==> src/bni_pkg.sv <==
// ----------------------------------------------------------------------------
// bni_pkg
// shared constants, types and tables of the bayer neighbor interpolation block
// ----------------------------------------------------------------------------
package bni_pkg;

    localparam int MAX_WIDTH_DEF  = 64;
    localparam int MAX_HEIGHT_DEF = 64;
    localparam int MAX_SEARCH_DEF = 8;

    localparam int SAMPLE_W = 16;
    localparam int CODE_W   = 2;
    localparam int POS_W    = 6;
    localparam int DIM_W    = 7;
    localparam int COORD_W  = 8;
    localparam int STEP_W   = 5;
    localparam int IDX_W    = 3;
    localparam int SUM_W    = 18;
    localparam int CNT_W    = 3;
    localparam int WGT_W    = 20;
    localparam int PROD_W   = 36;
    localparam int NUM_W    = 39;
    localparam int DEN_W    = 23;
    localparam int DCNT_W   = 6;
    localparam int STATE_W  = 4;

    localparam int PADDR_W = 5;
    localparam int PDATA_W = 32;

    localparam logic [2:0] REG_FRAME_WIDTH  = 3'd0;
    localparam logic [2:0] REG_FRAME_HEIGHT = 3'd1;
    localparam logic [2:0] REG_SEARCH_STEPS = 3'd2;
    localparam logic [2:0] REG_CODE_COLOR_0 = 3'd3;
    localparam logic [2:0] REG_CODE_COLOR_1 = 3'd4;
    localparam logic [2:0] REG_CODE_COLOR_2 = 3'd5;
    localparam logic [2:0] REG_CODE_COLOR_3 = 3'd6;

    localparam logic CMD_STORE = 1'b0;
    localparam logic CMD_QUERY = 1'b1;

    localparam logic [1:0] COLOR_BLUE = 2'd2;

    typedef struct packed {
        logic [DIM_W-1:0] frame_width;
        logic [DIM_W-1:0] frame_height;
        logic [3:0]       search_steps;
        logic [1:0]       code_color_0;
        logic [1:0]       code_color_1;
        logic [1:0]       code_color_2;
        logic [1:0]       code_color_3;
    } cfg_t;

    typedef struct packed {
        logic write;
        logic load;
        logic all_zero;
        logic clr_init;
        logic clr_next;
        logic read;
        logic nb_acc;
        logic nb_next;
        logic div_avg;
        logic dir_init;
        logic dir_step;
        logic dir_next;
        logic mul;
        logic acc;
        logic div_wgt;
        logic div_step;
        logic div_store;
        logic zero_res;
        logic out_load;
    } ctrl_cmd_t;

    typedef struct packed {
        logic outside;
        logic in_frame;
        logic match;
        logic nb_last;
        logic dir_last;
        logic cnt_zero;
        logic den_zero;
        logic step_over;
        logic div_last;
        logic clr_last;
    } dp_status_t;

    function automatic logic [WGT_W-1:0] step_weight(input logic [STEP_W-1:0] d);
        logic [WGT_W-1:0] w;
        case (d)
            5'd1:    w = 20'd720720;
            5'd2:    w = 20'd360360;
            5'd3:    w = 20'd240240;
            5'd4:    w = 20'd180180;
            5'd5:    w = 20'd144144;
            5'd6:    w = 20'd120120;
            5'd7:    w = 20'd102960;
            5'd8:    w = 20'd90090;
            5'd9:    w = 20'd80080;
            5'd10:   w = 20'd72072;
            5'd11:   w = 20'd65520;
            5'd12:   w = 20'd60060;
            5'd13:   w = 20'd55440;
            5'd14:   w = 20'd51480;
            5'd15:   w = 20'd48048;
            5'd16:   w = 20'd45045;
            default: w = '0;
        endcase
        return w;
    endfunction

    // order: right, left, down, up, down-right, down-left, up-right, up-left
    function automatic logic signed [COORD_W-1:0] dir_dc(input logic [IDX_W-1:0] i);
        logic signed [COORD_W-1:0] d;
        case (i)
            3'd0, 3'd4, 3'd6: d = 8'sd1;
            3'd1, 3'd5, 3'd7: d = -8'sd1;
            default:          d = 8'sd0;
        endcase
        return d;
    endfunction

    function automatic logic signed [COORD_W-1:0] dir_dr(input logic [IDX_W-1:0] i);
        logic signed [COORD_W-1:0] d;
        case (i)
            3'd2, 3'd4, 3'd5: d = 8'sd1;
            3'd3, 3'd6, 3'd7: d = -8'sd1;
            default:          d = 8'sd0;
        endcase
        return d;
    endfunction

endpackage

==> src/bni_ctrl.sv <==
// ----------------------------------------------------------------------------
// bni_ctrl
// sequencer for stores, neighbor averaging, directional search and division
// ----------------------------------------------------------------------------
module bni_ctrl (
    input  logic                aclk,
    input  logic                aresetn,
    input  logic                s_tvalid,
    input  logic                s_tuser,
    output logic                s_tready,
    output logic                m_tvalid,
    input  logic                m_tready,
    input  bni_pkg::dp_status_t status,
    output bni_pkg::ctrl_cmd_t  cmd
);

    localparam logic [bni_pkg::STATE_W-1:0] ST_IDLE   = 4'd0;
    localparam logic [bni_pkg::STATE_W-1:0] ST_START  = 4'd1;
    localparam logic [bni_pkg::STATE_W-1:0] ST_CINIT  = 4'd2;
    localparam logic [bni_pkg::STATE_W-1:0] ST_NBCHK  = 4'd3;
    localparam logic [bni_pkg::STATE_W-1:0] ST_NBRD   = 4'd4;
    localparam logic [bni_pkg::STATE_W-1:0] ST_NBEV   = 4'd5;
    localparam logic [bni_pkg::STATE_W-1:0] ST_NBNXT  = 4'd6;
    localparam logic [bni_pkg::STATE_W-1:0] ST_DRCHK  = 4'd7;
    localparam logic [bni_pkg::STATE_W-1:0] ST_DRRD   = 4'd8;
    localparam logic [bni_pkg::STATE_W-1:0] ST_DREV   = 4'd9;
    localparam logic [bni_pkg::STATE_W-1:0] ST_DRACC  = 4'd10;
    localparam logic [bni_pkg::STATE_W-1:0] ST_DRNXT  = 4'd11;
    localparam logic [bni_pkg::STATE_W-1:0] ST_DIV    = 4'd12;
    localparam logic [bni_pkg::STATE_W-1:0] ST_DIVEND = 4'd13;
    localparam logic [bni_pkg::STATE_W-1:0] ST_CNXT   = 4'd14;
    localparam logic [bni_pkg::STATE_W-1:0] ST_OUT    = 4'd15;

    logic [bni_pkg::STATE_W-1:0] state_reg, state_next;
    logic                        m_tvalid_reg, m_tvalid_next;

    assign s_tready = (state_reg == ST_IDLE);
    assign m_tvalid = m_tvalid_reg;

    always_comb begin
        state_next = state_reg;
        cmd        = '0;
        case (state_reg)
            ST_IDLE: begin
                if (s_tvalid) begin
                    if (s_tuser == bni_pkg::CMD_QUERY) begin
                        cmd.load   = 1'b1;
                        state_next = ST_START;
                    end else begin
                        cmd.write = 1'b1;
                    end
                end
            end
            ST_START: begin
                if (status.outside) begin
                    cmd.all_zero = 1'b1;
                    state_next   = ST_OUT;
                end else begin
                    state_next = ST_CINIT;
                end
            end
            ST_CINIT: begin
                cmd.clr_init = 1'b1;
                state_next   = ST_NBCHK;
            end
            ST_NBCHK: state_next = status.in_frame ? ST_NBRD : ST_NBNXT;
            ST_NBRD: begin
                cmd.read   = 1'b1;
                state_next = ST_NBEV;
            end
            ST_NBEV: begin
                cmd.nb_acc = 1'b1;
                state_next = ST_NBNXT;
            end
            ST_NBNXT: begin
                if (!status.nb_last) begin
                    cmd.nb_next = 1'b1;
                    state_next  = ST_NBCHK;
                end else if (!status.cnt_zero) begin
                    cmd.div_avg = 1'b1;
                    state_next  = ST_DIV;
                end else begin
                    cmd.dir_init = 1'b1;
                    state_next   = ST_DRCHK;
                end
            end
            ST_DRCHK: begin
                if (status.step_over || !status.in_frame) begin
                    state_next = ST_DRNXT;
                end else begin
                    state_next = ST_DRRD;
                end
            end
            ST_DRRD: begin
                cmd.read   = 1'b1;
                state_next = ST_DREV;
            end
            ST_DREV: begin
                if (status.match) begin
                    cmd.mul    = 1'b1;
                    state_next = ST_DRACC;
                end else begin
                    cmd.dir_step = 1'b1;
                    state_next   = ST_DRCHK;
                end
            end
            ST_DRACC: begin
                cmd.acc    = 1'b1;
                state_next = ST_DRNXT;
            end
            ST_DRNXT: begin
                if (!status.dir_last) begin
                    cmd.dir_next = 1'b1;
                    state_next   = ST_DRCHK;
                end else if (status.den_zero) begin
                    cmd.zero_res = 1'b1;
                    state_next   = ST_CNXT;
                end else begin
                    cmd.div_wgt = 1'b1;
                    state_next  = ST_DIV;
                end
            end
            ST_DIV: begin
                cmd.div_step = 1'b1;
                if (status.div_last) begin
                    state_next = ST_DIVEND;
                end
            end
            ST_DIVEND: begin
                cmd.div_store = 1'b1;
                state_next    = ST_CNXT;
            end
            ST_CNXT: begin
                if (status.clr_last) begin
                    state_next = ST_OUT;
                end else begin
                    cmd.clr_next = 1'b1;
                    state_next   = ST_CINIT;
                end
            end
            ST_OUT: begin
                if (!m_tvalid_reg) begin
                    cmd.out_load = 1'b1;
                    state_next   = ST_IDLE;
                end
            end
            default: state_next = ST_IDLE;
        endcase
    end

    always_comb begin
        m_tvalid_next = m_tvalid_reg;
        if (cmd.out_load) begin
            m_tvalid_next = 1'b1;
        end else if (m_tready) begin
            m_tvalid_next = 1'b0;
        end
    end

    always_ff @(posedge aclk) begin
        if (!aresetn) begin
            state_reg    <= ST_IDLE;
            m_tvalid_reg <= 1'b0;
        end else begin
            state_reg    <= state_next;
            m_tvalid_reg <= m_tvalid_next;
        end
    end

endmodule

==> config.mk <==
export PLATFORM = sky130hd
export DESIGN_NAME = bni_ctrl
export DESIGN_NICKNAME = d
export VERILOG_FILES = /design/src/bni_pkg.sv /design/src/bni_ctrl.sv
export SDC_FILE = /design/constraint.sdc
export NUM_CORES = 1
export LEC_CHECK = 0
export ABC_AREA = 1
export BUFFER_PORTS_ARGS = -buffer_cell sky130_fd_sc_hd__buf_2
export CORE_MARGIN = 8
export CORE_UTILIZATION = 43
export CTS_CLUSTER_SIZE = 10
export DETAILED_ROUTE_END_ITERATION = 6
export GPL_TIMING_DRIVEN = 0
export PLACE_DENSITY = 0.78
export REMOVE_ABC_BUFFERS = 1
export SLEW_MARGIN = 25
export SYNTH_ARGS = -nofsm -noshare
export SYNTH_HDL_FRONTEND = slang
export SYNTH_SLANG_ARGS = --single-unit
==> constraint.sdc <==
create_clock -name aclk -period 1.53 [get_ports aclk]
set_clock_uncertainty 0.05 [all_clocks]
set_input_delay 0 -clock aclk [delete_from_list [all_inputs] [get_ports aclk]]
set_output_delay 0 -clock aclk [all_outputs]
set_load 0.05 [all_outputs]
# Word-level counts from Yosys, hierarchy flattened
# Index checks and enable logic that the tools add are counted.
[word_totals]
word_cells = 76
input_bits = 15
register_bits = 5
[op_classes]
eq_ne = 19
reduce_logical = 6
mux = 49
[op_table]
columns = ["op", "n"]
rows = [
  ["4-bit case mux with 16 select lines", 1],
  ["4-bit two-way mux", 10],
  ["4-bit equality test (second input constant)", 8],
  ["1-bit two-way mux", 31],
  ["4-bit by 3-bit equality test with 1-bit output (second input constant)", 4],
  ["2-bit two-way mux", 6],
  ["4-bit by 2-bit equality test with 1-bit output (second input constant)", 2],
  ["2-bit inequality test (second input constant)", 4],
  ["4-bit by 1-bit equality test with 1-bit output (second input constant)", 1],
  ["4-bit zero test", 1],
  ["4-bit AND reduction", 1],
  ["3-bit two-way mux", 1],
  ["2-bit nonzero test", 1],
  ["2-bit OR reduction", 1],
  ["1-bit zero test", 1],
  ["1-bit logical OR", 1],
]

# Longest topological paths before layout
# Gate-level depths: netlist (run 1).
[logic_depth]
word_depth = 4
mapped_depth = 9

# Worst setup path before layout (run 1)
# Ideal clock, no wire load.
[synth_timing]
path_kind = "reg-to-output"
from = "register state_reg[0] in the netlist's numbering"
to = "output port cmd[18] in the netlist's numbering"
n_path_buf = 0
t_arrival_ns = 1.647
t_required_ns = 1.480
setup_slack_ns = -0.167
stages_incl_launch_ff = 6
cell_sequence = "dfxtp_1 > nor2_2 > inv_2 > nor2_4 > nand2_1 > nor2_1"
[synth_rtl]
columns = ["item", "line", "text"]
rows = [
  ["start: declaration", "bni_ctrl.sv:34", "logic [bni_pkg::STATE_W-1:0] state_reg, state_next;"],
  ["start signal: assignment", "bni_ctrl.sv:165", "state_reg <= state_next;"],
  ["end: declaration", "bni_ctrl.sv:14", "output bni_pkg::ctrl_cmd_t cmd"],
]

==> results of run 1 <==
## synth_stat cells
cell type,number
nand3_2,2
dfxtp_1,5
inv_1,22
clkinv_2,1
o21ai_1,1
nand2_4,1
nand3b_1,1
nand2_1,30
o21ai_0,4
nand2_2,2
or2_4,1
buf_4,1
a21oi_1,4
nor2_2,3
nor2_1,25
nor3_1,1
nor3b_1,1
inv_2,5
nand3_1,7
nor2_4,3
o211ai_1,1
a21oi_2,1
## final timing paths
| kind | start | endpoint | slack, ns | cells past startpoint |
|---|---|---|---|---|
| worst max-delay path | state_reg[2] | cmd[9] | 0.08 | 5 |
| worst min-delay path | m_tready | m_tvalid | 0.02 | 4 |
| worst max register to register | state_reg[2] | state_reg[0] | 0.15 | 9 |
| worst min register to register | m_tvalid | m_tvalid | 0.51 | 2 |
## through the flow
step / utilization, % / power [W] / setup TNS [ns] / hold slack [ns] / worst slack [ns]
3_5_place_dp: 57.1 / 0.00127 / 0 / 0.156 / 0.161
3_3_place_gp: 57.1 / 0.00126 / 0 / 0.152 / 0.175
2_1_floorplan: - / 0.00106 / -1.01 / 0.0476 / -0.468
6_report: 61.4 / 0.00145 / 0 / 0.0196 / 0.0803
4_1_cts: 59.9 / 0.00144 / 0 / 0.0174 / 0.00829
5_1_grt: 61.4 / 0.00158 / 0 / 0.0223 / 0.00587
## worst max-delay path, delay by kind of cell (launching register included)
family	cells	cell delay, ns
buffers and inverters	2	0.34
flip-flops	1	0.44
AND/OR/NAND/NOR	3	0.37
## where the power goes
| part | internal (W) | total, W | switching [W] |
|---|---|---|---|
| sequential | 0.000177 | 0.000255 | 0.0000778 |
| clock | 0.0000985 | 0.000152 | 0.0000531 |
| combinational | 0.000287 | 0.00105 | 0.000759 |
| total | 0.000563 | 0.00145 | 0.000890 |
## layer usage
| layer | global-route usage [%] | vias to the layer above | share of wire (%) |
|---|---|---|---|
| met3 | 2.17 | 0 | 10 |
| met1 | 13.8 | 379 | 39 |
| li1 | - | 445 | - |
| met4 | 4.92 | 0 | 0 |
| met2 | 25.1 | 35 | 51 |
| met5 | 0 | - | 0 |
## final cells by class
cell class                      count  area [um^2]
Tap cell                           16         20.0
Timing Repair Buffer               36          203
Sequential cell                     5          103
Inverter                           28          106
Multi-Input combinational cell     88          435
Fill cell                         150          561
Clock buffer                        4         26.3
## kinds of logic (layout without fill, tap and decap cells)
| group | count (synthesis) | after routing | share of synthesized area [%] |
|---|---|---|---|
| buffers and inverters | 29 | 68 | 17.7 |
| AOI/OAI and AO/OA | 11 | 11 | 9.55 |
| and+or+nand+nor | 77 | 77 | 57.1 |
| DFF | 5 | 5 | 15.6 |
## what timing repair did
action | CTS | global route
resized for setup | 2 | 11
endpoints found under the setup margin | 2 | 13
hold buffers | 1 | 0
hold endpoints to repair | 1 | 0
==> impl_metrics.yaml, run 1 <==
run_status:
  status: "complete, no violations"
cells_and_area:
  largest_register_ffs: 4
  design.final.nets: 177
  final_cell_mix: "nand2_1 (30), buf_2 (28), nor2_1 (24), inv_1 (21)"
  stdcell_count: 177
  fin_area_um2: 893
  area_growth_pct: 39.2
  final_common_cell: "nand2_1"
  antenna_cells: 0
  drive_gt1_share_pct: 37.9
placed_design:
  placed_cell_area_um2: 830
  hpwl_um: 1620
  io_buffers: 35
  placed_cells: 172
  routabilityCongestion: 0.835
sta:
  slew_viol_final: 0
  rsz0062_at_grt: "false"
  worst_pin_slew_ns: 0.253
  min_period_over_period_pct: 94.8
  fmax_mhz: 690
  fin_crit_ns: 1.45
  setup_viol: 0
  relSlewSlack_pct: 83.0
  timing_hold_violations_final: 0
die:
  fp.dieH_um: 54.6
  start_util_pct: 44.1
  io_pins: 36
  rows: 14
  dieWidth_um: 54.6
  coreArea_um2: 1450
  dieArea_um2: 2980
hold_path:
  hold_path_class: "in2reg"
pwr:
  p_per_area_nw_per_um2: 1630
  peakVddDrop_uv: 948
  p_leak_nw: 0.597
critical_path:
  cpPeakStageDelay_ns: 0.44
  crit_chain: "inv_2 > nor2_4 > nand2_1 > nor2_1 > clkbuf_4"
  cp_max_fo: 6
  path_class: "reg2out"
  worstPathRequired_ns: 1.48
  critical_path_arrival_ns: 1.40
  cpMaxStageDelayCell: "dfxtp_1"
  startpoint_type: "flip-flop"
  cp-end-kind: "output port"
route:
  drtIter0Drc: 32
  vias: 859
  dr.pass1.iters: 4
  wl_per_cell_um: 10.6
  viasPerCell: 4.85
  drc: 0
  ant_nets: 0
  finalWirelength_um: 1870
clock_network:
  cts_tree: "done"
  cts_sinks: 5
  clk_pin_slew_worst_paths_ns: 0.04
  clk_latency_ns: 0.24
  root_buffer: "clkbuf_4"
  cts_setup_buffers: 0
  cts_max_level: 1
  clockBufferDepth: 2
  numCtsBuffers: 3
global_routing:
  grt.overflow.total: 0
  grt_pass1_wl_um: 3080
  grt_use_total_pct: 13.1
  grt_max_degree: 7
  grt_antenna_before_repair: 0
  grt_pass1_vias: 814
synthesis:
  synth_area_um2: 642
  synth.distinct_cells: 22
  ys_seq_area_share_pct: 15.6
  synth-seq-cells: 5
  syn_inst: 122
  synth_area_leader_cell: "nand2_1"
  syn_area_per_cell_um2: 5.26
  yosys_warnings: 0
  synth_area_leaders: "nand2_1 (18%), dfxtp_1 (16%), nor2_1 (15%)"
  synth_top_area_share_pct: 17.5
job:
  drv_cap: 0
Power figures use the tool's default switching activity.
==> run 2: changes to the inputs <==
--- a/config.mk
+++ b/config.mk
@@ -7,7 +7,7 @@
 export LEC_CHECK = 0
 export ABC_AREA = 1
 export BUFFER_PORTS_ARGS = -buffer_cell sky130_fd_sc_hd__buf_2
-export CORE_MARGIN = 8
+export CORE_MARGIN = 2
 export CORE_UTILIZATION = 43
 export CTS_CLUSTER_SIZE = 10
 export DETAILED_ROUTE_END_ITERATION = 6
==> impl_metrics.yaml, run 2 (synthesis results as in run 1) <==
cells_and_area:
  design.final.nets: 177
  fin_area_um2: 895
  antenna_cells: 0
  drive_gt1_share_pct: 39.1
  area_growth_pct: 39.4
  fillCellCount: 141
  multi_input_area_um2: 435
  final_common_cell: "nand2_1"
  final_util_pct: 66.3
  regArea_um2: 105
  final_cell_mix: "nand2_1 (30), buf_2 (28), nor2_1 (24), inv_1 (21)"
  largest_register_ffs: 4
clock_network:
  cts_sinks: 5
  cts_max_level: 1
  cts_tree: "done"
  clockBufferDepth: 2
  root_buffer: "clkbuf_4"
  clk_latency_ns: 0.24
  numCtsBuffers: 3
  clk_pin_slew_worst_paths_ns: 0.04
  cts_setup_buffers: 0
die:
  dieArea_um2: 1820
  io_pins: 36
  start_util_pct: 47.5
  dieWidth_um: 42.6
  coreArea_um2: 1350
  rows: 13
  fp.dieH_um: 42.6
critical_path:
  rrSetupSlack_ns: 0.21
  startpoint_type: "flip-flop"
  cp_max_fo: 6
  r2r-start: "state_reg[3]"
  path_class: "reg2out"
  rr_endpoint: "state_reg[2]"
  worstPathRequired_ns: 1.48
  reg2reg_depth: 8
  cp-end-kind: "output port"
  critical_path_arrival_ns: 1.38
hold_path:
  min_delay_worst_endpoint: "m_tvalid"
  hold_path_class: "in2reg"
  whs_path_depth: 4
  min_from: "m_tready"
route:
  vias: 836
  wl_per_cell_um: 9.66
  drc: 0
  dr.pass1.iters: 4
  finalWirelength_um: 1700
  drtIter0Drc: 21
  viasPerCell: 4.75
  ant_nets: 0
sta:
  min_period_over_period_pct: 93.5
  fmax_mhz: 699
  worst_pin_slew_ns: 0.298
  setup_viol: 0
  fin_hold_ws_ns: 0.00929
  fin_crit_ns: 1.43
  slew_viol_final: 0
  timing_hold_violations_final: 0
  relSlewSlack_pct: 80.0
job:
  drv_cap: 0
pwr:
  p_leak_nw: 0.598
  peakVddDrop_uv: 890
  p_per_area_nw_per_um2: 1620
global_routing:
  grt_pass1_wl_um: 2770
  grt_use_total_pct: 19.1
  grt_pass1_vias: 715
  grt_max_degree: 7
  grt_antenna_before_repair: 0
  grt.overflow.total: 0
run_status:
  status: "complete, no violations"
placed_design:
  placed_cell_area_um2: 828
  routabilityCongestion: 0.817
  io_buffers: 35
  hpwl_um: 1380
run 2: cell counts in the layout (fill, tap and decap cells not counted):
Identical to the previous run, type by type.
run 2: per-layer routing:
metal  routed length, um  vias up  global-route usage, %
met4                  14        0                   7.50
met2                 887       26                   33.9
met3                  82        2                      0
met5                   0        -                      0
met1                 716      363                   24.2
li1                    -      445                      -
run 2: report_power, final:
group | total, W | switching [W] | internal, W
Combinational | 0.00103 | 0.000746 | 0.000287
Clock | 0.000150 | 0.0000513 | 0.0000984
Sequential | 0.000265 | 0.0000822 | 0.000182
run 2: critical path, cell delays in order (launching register included):
cell and delay, ns:
dfxtp_2 0.35, inv_1 0.14, nand2_1 0.12, nor2_4 0.14
inv_2 0.05, nor2_1 0.07, buf_2 0.26
run 2: worst max-delay path by stage:
stage,to,start
after floorplan,m_tvalid,state_reg[0]
after global routing,cmd[18],state_reg[3]
after global placement,state_reg[1],state_reg[2]
after CTS,cmd[9],state_reg[2]
final,cmd[17],state_reg[3]
after detailed placement,state_reg[0],state_reg[2]
run 2: layout make-up:
| class | instances | area share, % |
|---|---|---|
| flip-flops and latches | 5 | 11.7 |
| clock buffers | 4 | 2.94 |
| well taps | 15 | 2.10 |
| multi-input cells | 88 | 48.7 |
| inverters | 28 | 11.9 |
| repair buffers | 36 | 22.7 |
run 2: metrics by stage:
stage | setup slack [ns] | instances | setup TNS, ns | power (W)
6_report | 0.0994 | 176 | 0 | 0.00145
5_1_grt | -0.00826 | 176 | -0.00826 | 0.00159
4_1_cts | 0.00562 | 176 | 0 | 0.00142
3_5_place_dp | 0.159 | 171 | 0 | 0.00126
3_3_place_gp | 0.145 | 171 | 0 | 0.00126
2_1_floorplan | -0.468 | 121 | -1.01 | 0.00106
run 2: repair_timing:
action | 4_1_cts | 5_1_grt
resized for setup | 2 | 13
hold endpoints to repair | 3 | 0
hold buffers | 1 | 0
endpoints found under the setup margin | 2 | 17
pin swaps | 0 | 0
==> run 3: changes to the inputs <==
--- a/config.mk
+++ b/config.mk
@@ -7,14 +7,13 @@
 export LEC_CHECK = 0
 export ABC_AREA = 1
 export BUFFER_PORTS_ARGS = -buffer_cell sky130_fd_sc_hd__buf_2
-export CORE_MARGIN = 2
-export CORE_UTILIZATION = 43
+export CORE_MARGIN = 4
+export CORE_UTILIZATION = 46
 export CTS_CLUSTER_SIZE = 10
 export DETAILED_ROUTE_END_ITERATION = 6
 export GPL_TIMING_DRIVEN = 0
-export PLACE_DENSITY = 0.78
+export PLACE_DENSITY = 0.83
 export REMOVE_ABC_BUFFERS = 1
-export SLEW_MARGIN = 25
 export SYNTH_ARGS = -nofsm -noshare
 export SYNTH_HDL_FRONTEND = slang
 export SYNTH_SLANG_ARGS = --single-unit
==> constraint.sdc (replaced) <==
create_clock -name aclk -period 1.7 [get_ports aclk]
set_clock_uncertainty 0.05 [all_clocks]
set_input_delay 0 -clock aclk [delete_from_list [all_inputs] [get_ports aclk]]
set_output_delay 0 -clock aclk [all_outputs]
set_load 0.05 [all_outputs]
==> impl_metrics.yaml, run 3 (synthesis results as in run 1) <==
clock_network:
  cts_tree: "done"
  cts_sinks: 5
  cts_max_level: 1
  cts_resized: 0
  clk_pin_slew_worst_paths_ns: 0.04
  ctsHoldBuffers: 1
  root_buffer: "clkbuf_4"
  clk_latency_ns: 0.23
  cts_setup_buffers: 0
  clockBufferDepth: 2
  numCtsBuffers: 3
cells_and_area:
  design.final.nets: 177
  fin_area_um2: 865
  antenna_cells: 0
  drive_gt1_share_pct: 35.4
  multi_input_area_um2: 428
  final_cell_mix: "buf_2 (35), nand2_1 (30), nor2_1 (25), inv_1 (22), nand3_1 (7)"
  stdcell_count: 176
  area_growth_pct: 34.7
  final_common_cell: "buf_2"
  fillCellCount: 132
  largest_register_ffs: 4
  regArea_um2: 100
critical_path:
  rrSetupSlack_ns: 0.29
  reg2reg_depth: 8
  cp-end-kind: "output port"
  crit_top_cell: "nor2_1"
  path_class: "reg2out"
  critPathBufInv: 2
  path_delay_family: "simple AND/OR/NAND/NOR gates"
  worstPathRequired_ns: 1.65
  cp_max_fo: 6
  startpoint_type: "flip-flop"
  critical_path_arrival_ns: 1.48
  r2r-start: "state_reg[2]"
  crit_chain: "inv_1 > nor2_1 > nand3_1 > nor2_1 > buf_2"
  cpPeakStageDelay_ns: 0.43
  cpMaxStageDelayCell: "dfxtp_1"
  rr_endpoint: "state_reg[0]"
route:
  ant_nets: 0
  wl_per_cell_um: 9.43
  dr.pass1.iters: 4
  drc: 0
  viasPerCell: 4.67
  finalWirelength_um: 1660
  vias: 822
  drtIter0Drc: 13
global_routing:
  globalRouteMet1Util_pct: 21.1
  grt.overflow.total: 0
  grt_use_total_pct: 17.1
  grt_antenna_before_repair: 0
  grt.busiest_layer: "met2"
  met2_usage_pct: 31.9
  grt_pass1_wl_um: 2660
  grt_pass1_vias: 715
  grt_max_degree: 7
  grtUsageMet3_pct: 2.39
sta:
  worst_pin_slew_ns: 0.271
  relSlewSlack_pct: 81.9
  fmax_mhz: 655
  setup_ws_ns: 0.174
  rsz0062_at_grt: "false"
  setup_viol: 0
  min_period_over_period_pct: 89.7
  slew_viol_final: 0
  timing_hold_violations_final: 0
  fin_crit_ns: 1.53
placed_design:
  routabilityCongestion: 0.822
  hpwl_um: 1450
  dp_slack_ns: 0.330
  placed_cells: 171
  placed_cell_area_um2: 828
  io_buffers: 35
job:
  drv_cap: 0
pwr:
  p_per_area_nw_per_um2: 1470
  combinationalPowerShare_pct: 72.6
  power.share.switching_pct: 61.3
  p_leak_nw: 0.599
  peakVddDrop_uv: 945
  p_sw_w: 0.000782
  pwr-share-seq_pct: 17.3
  power_w: 0.00127
  pwr-share-clk_pct: 10.1
  internal_power_w: 0.000493
die:
  fp.dieH_um: 45.4
  io_pins: 36
  coreArea_um2: 1300
  start_util_pct: 49.3
  dieArea_um2: 2060
  dieWidth_um: 45.4
  rows: 13
run_status:
  status: "complete, no violations"
hold_path:
  min_delay_worst_endpoint: "m_tvalid"
  min_from: "m_tready"
  hold_path_class: "in2reg"
  whs_path_depth: 4
[run 3: area by class of cell]
type / count / area share (%)
tap: 15 / 2.17
sequential: 5 / 11.6
timing repair buffer: 36 / 21.4
inverter: 28 / 12.3
multi-input combinational: 88 / 49.5
clock buffer: 4 / 3.04
[run 3: worst min-delay path: stages]
cell	delay, ns
buf_2	0.09
inv_1	0.04
a21oi_1	0.06
nor2_1	0.08
[run 3: power groups by stage]
stage,Clock [W],Sequential [W],Combinational [W]
after floorplan,0,0.000212,0.000744
after global placement,0,0.000221,0.000911
after detailed placement,0,0.000221,0.000921
after CTS,0.000134,0.000219,0.000926
after global routing,0.000142,0.000229,0.00100
final,0.000129,0.000220,0.000926
[run 3: how the worst max path moves through the flow]
stage | startpoint | end | slack (ns) | cells past startpoint
floorplan | state_reg[0] | m_tvalid | -0.30 | 4
global placement | state_reg[0] | state_reg[0] | 0.34 | 8
detailed placement | state_reg[2] | state_reg[0] | 0.33 | 8
CTS | state_reg[3] | cmd[1] | 0.17 | 5
global route | state_reg[3] | cmd[1] | 0.04 | 5
finish | state_reg[3] | cmd[1] | 0.17 | 5
[run 3: per-stage QoR]
step           hold slack, ns  setup TNS [ns]  utilization (%)
2_1_floorplan          0.0476          -0.349                -
3_3_place_gp            0.154               0             63.7
3_5_place_dp            0.154               0             63.7
4_1_cts                0.0390               0             66.4
5_1_grt                0.0923               0             66.4
6_report               0.0321               0             66.4
[run 3: metal layers]
layer / up-vias / wire (um)
met1: 356 / 721
met5: - / 0
met4: 0 / 0
li1: 448 / -
met3: 0 / 88
met2: 18 / 848
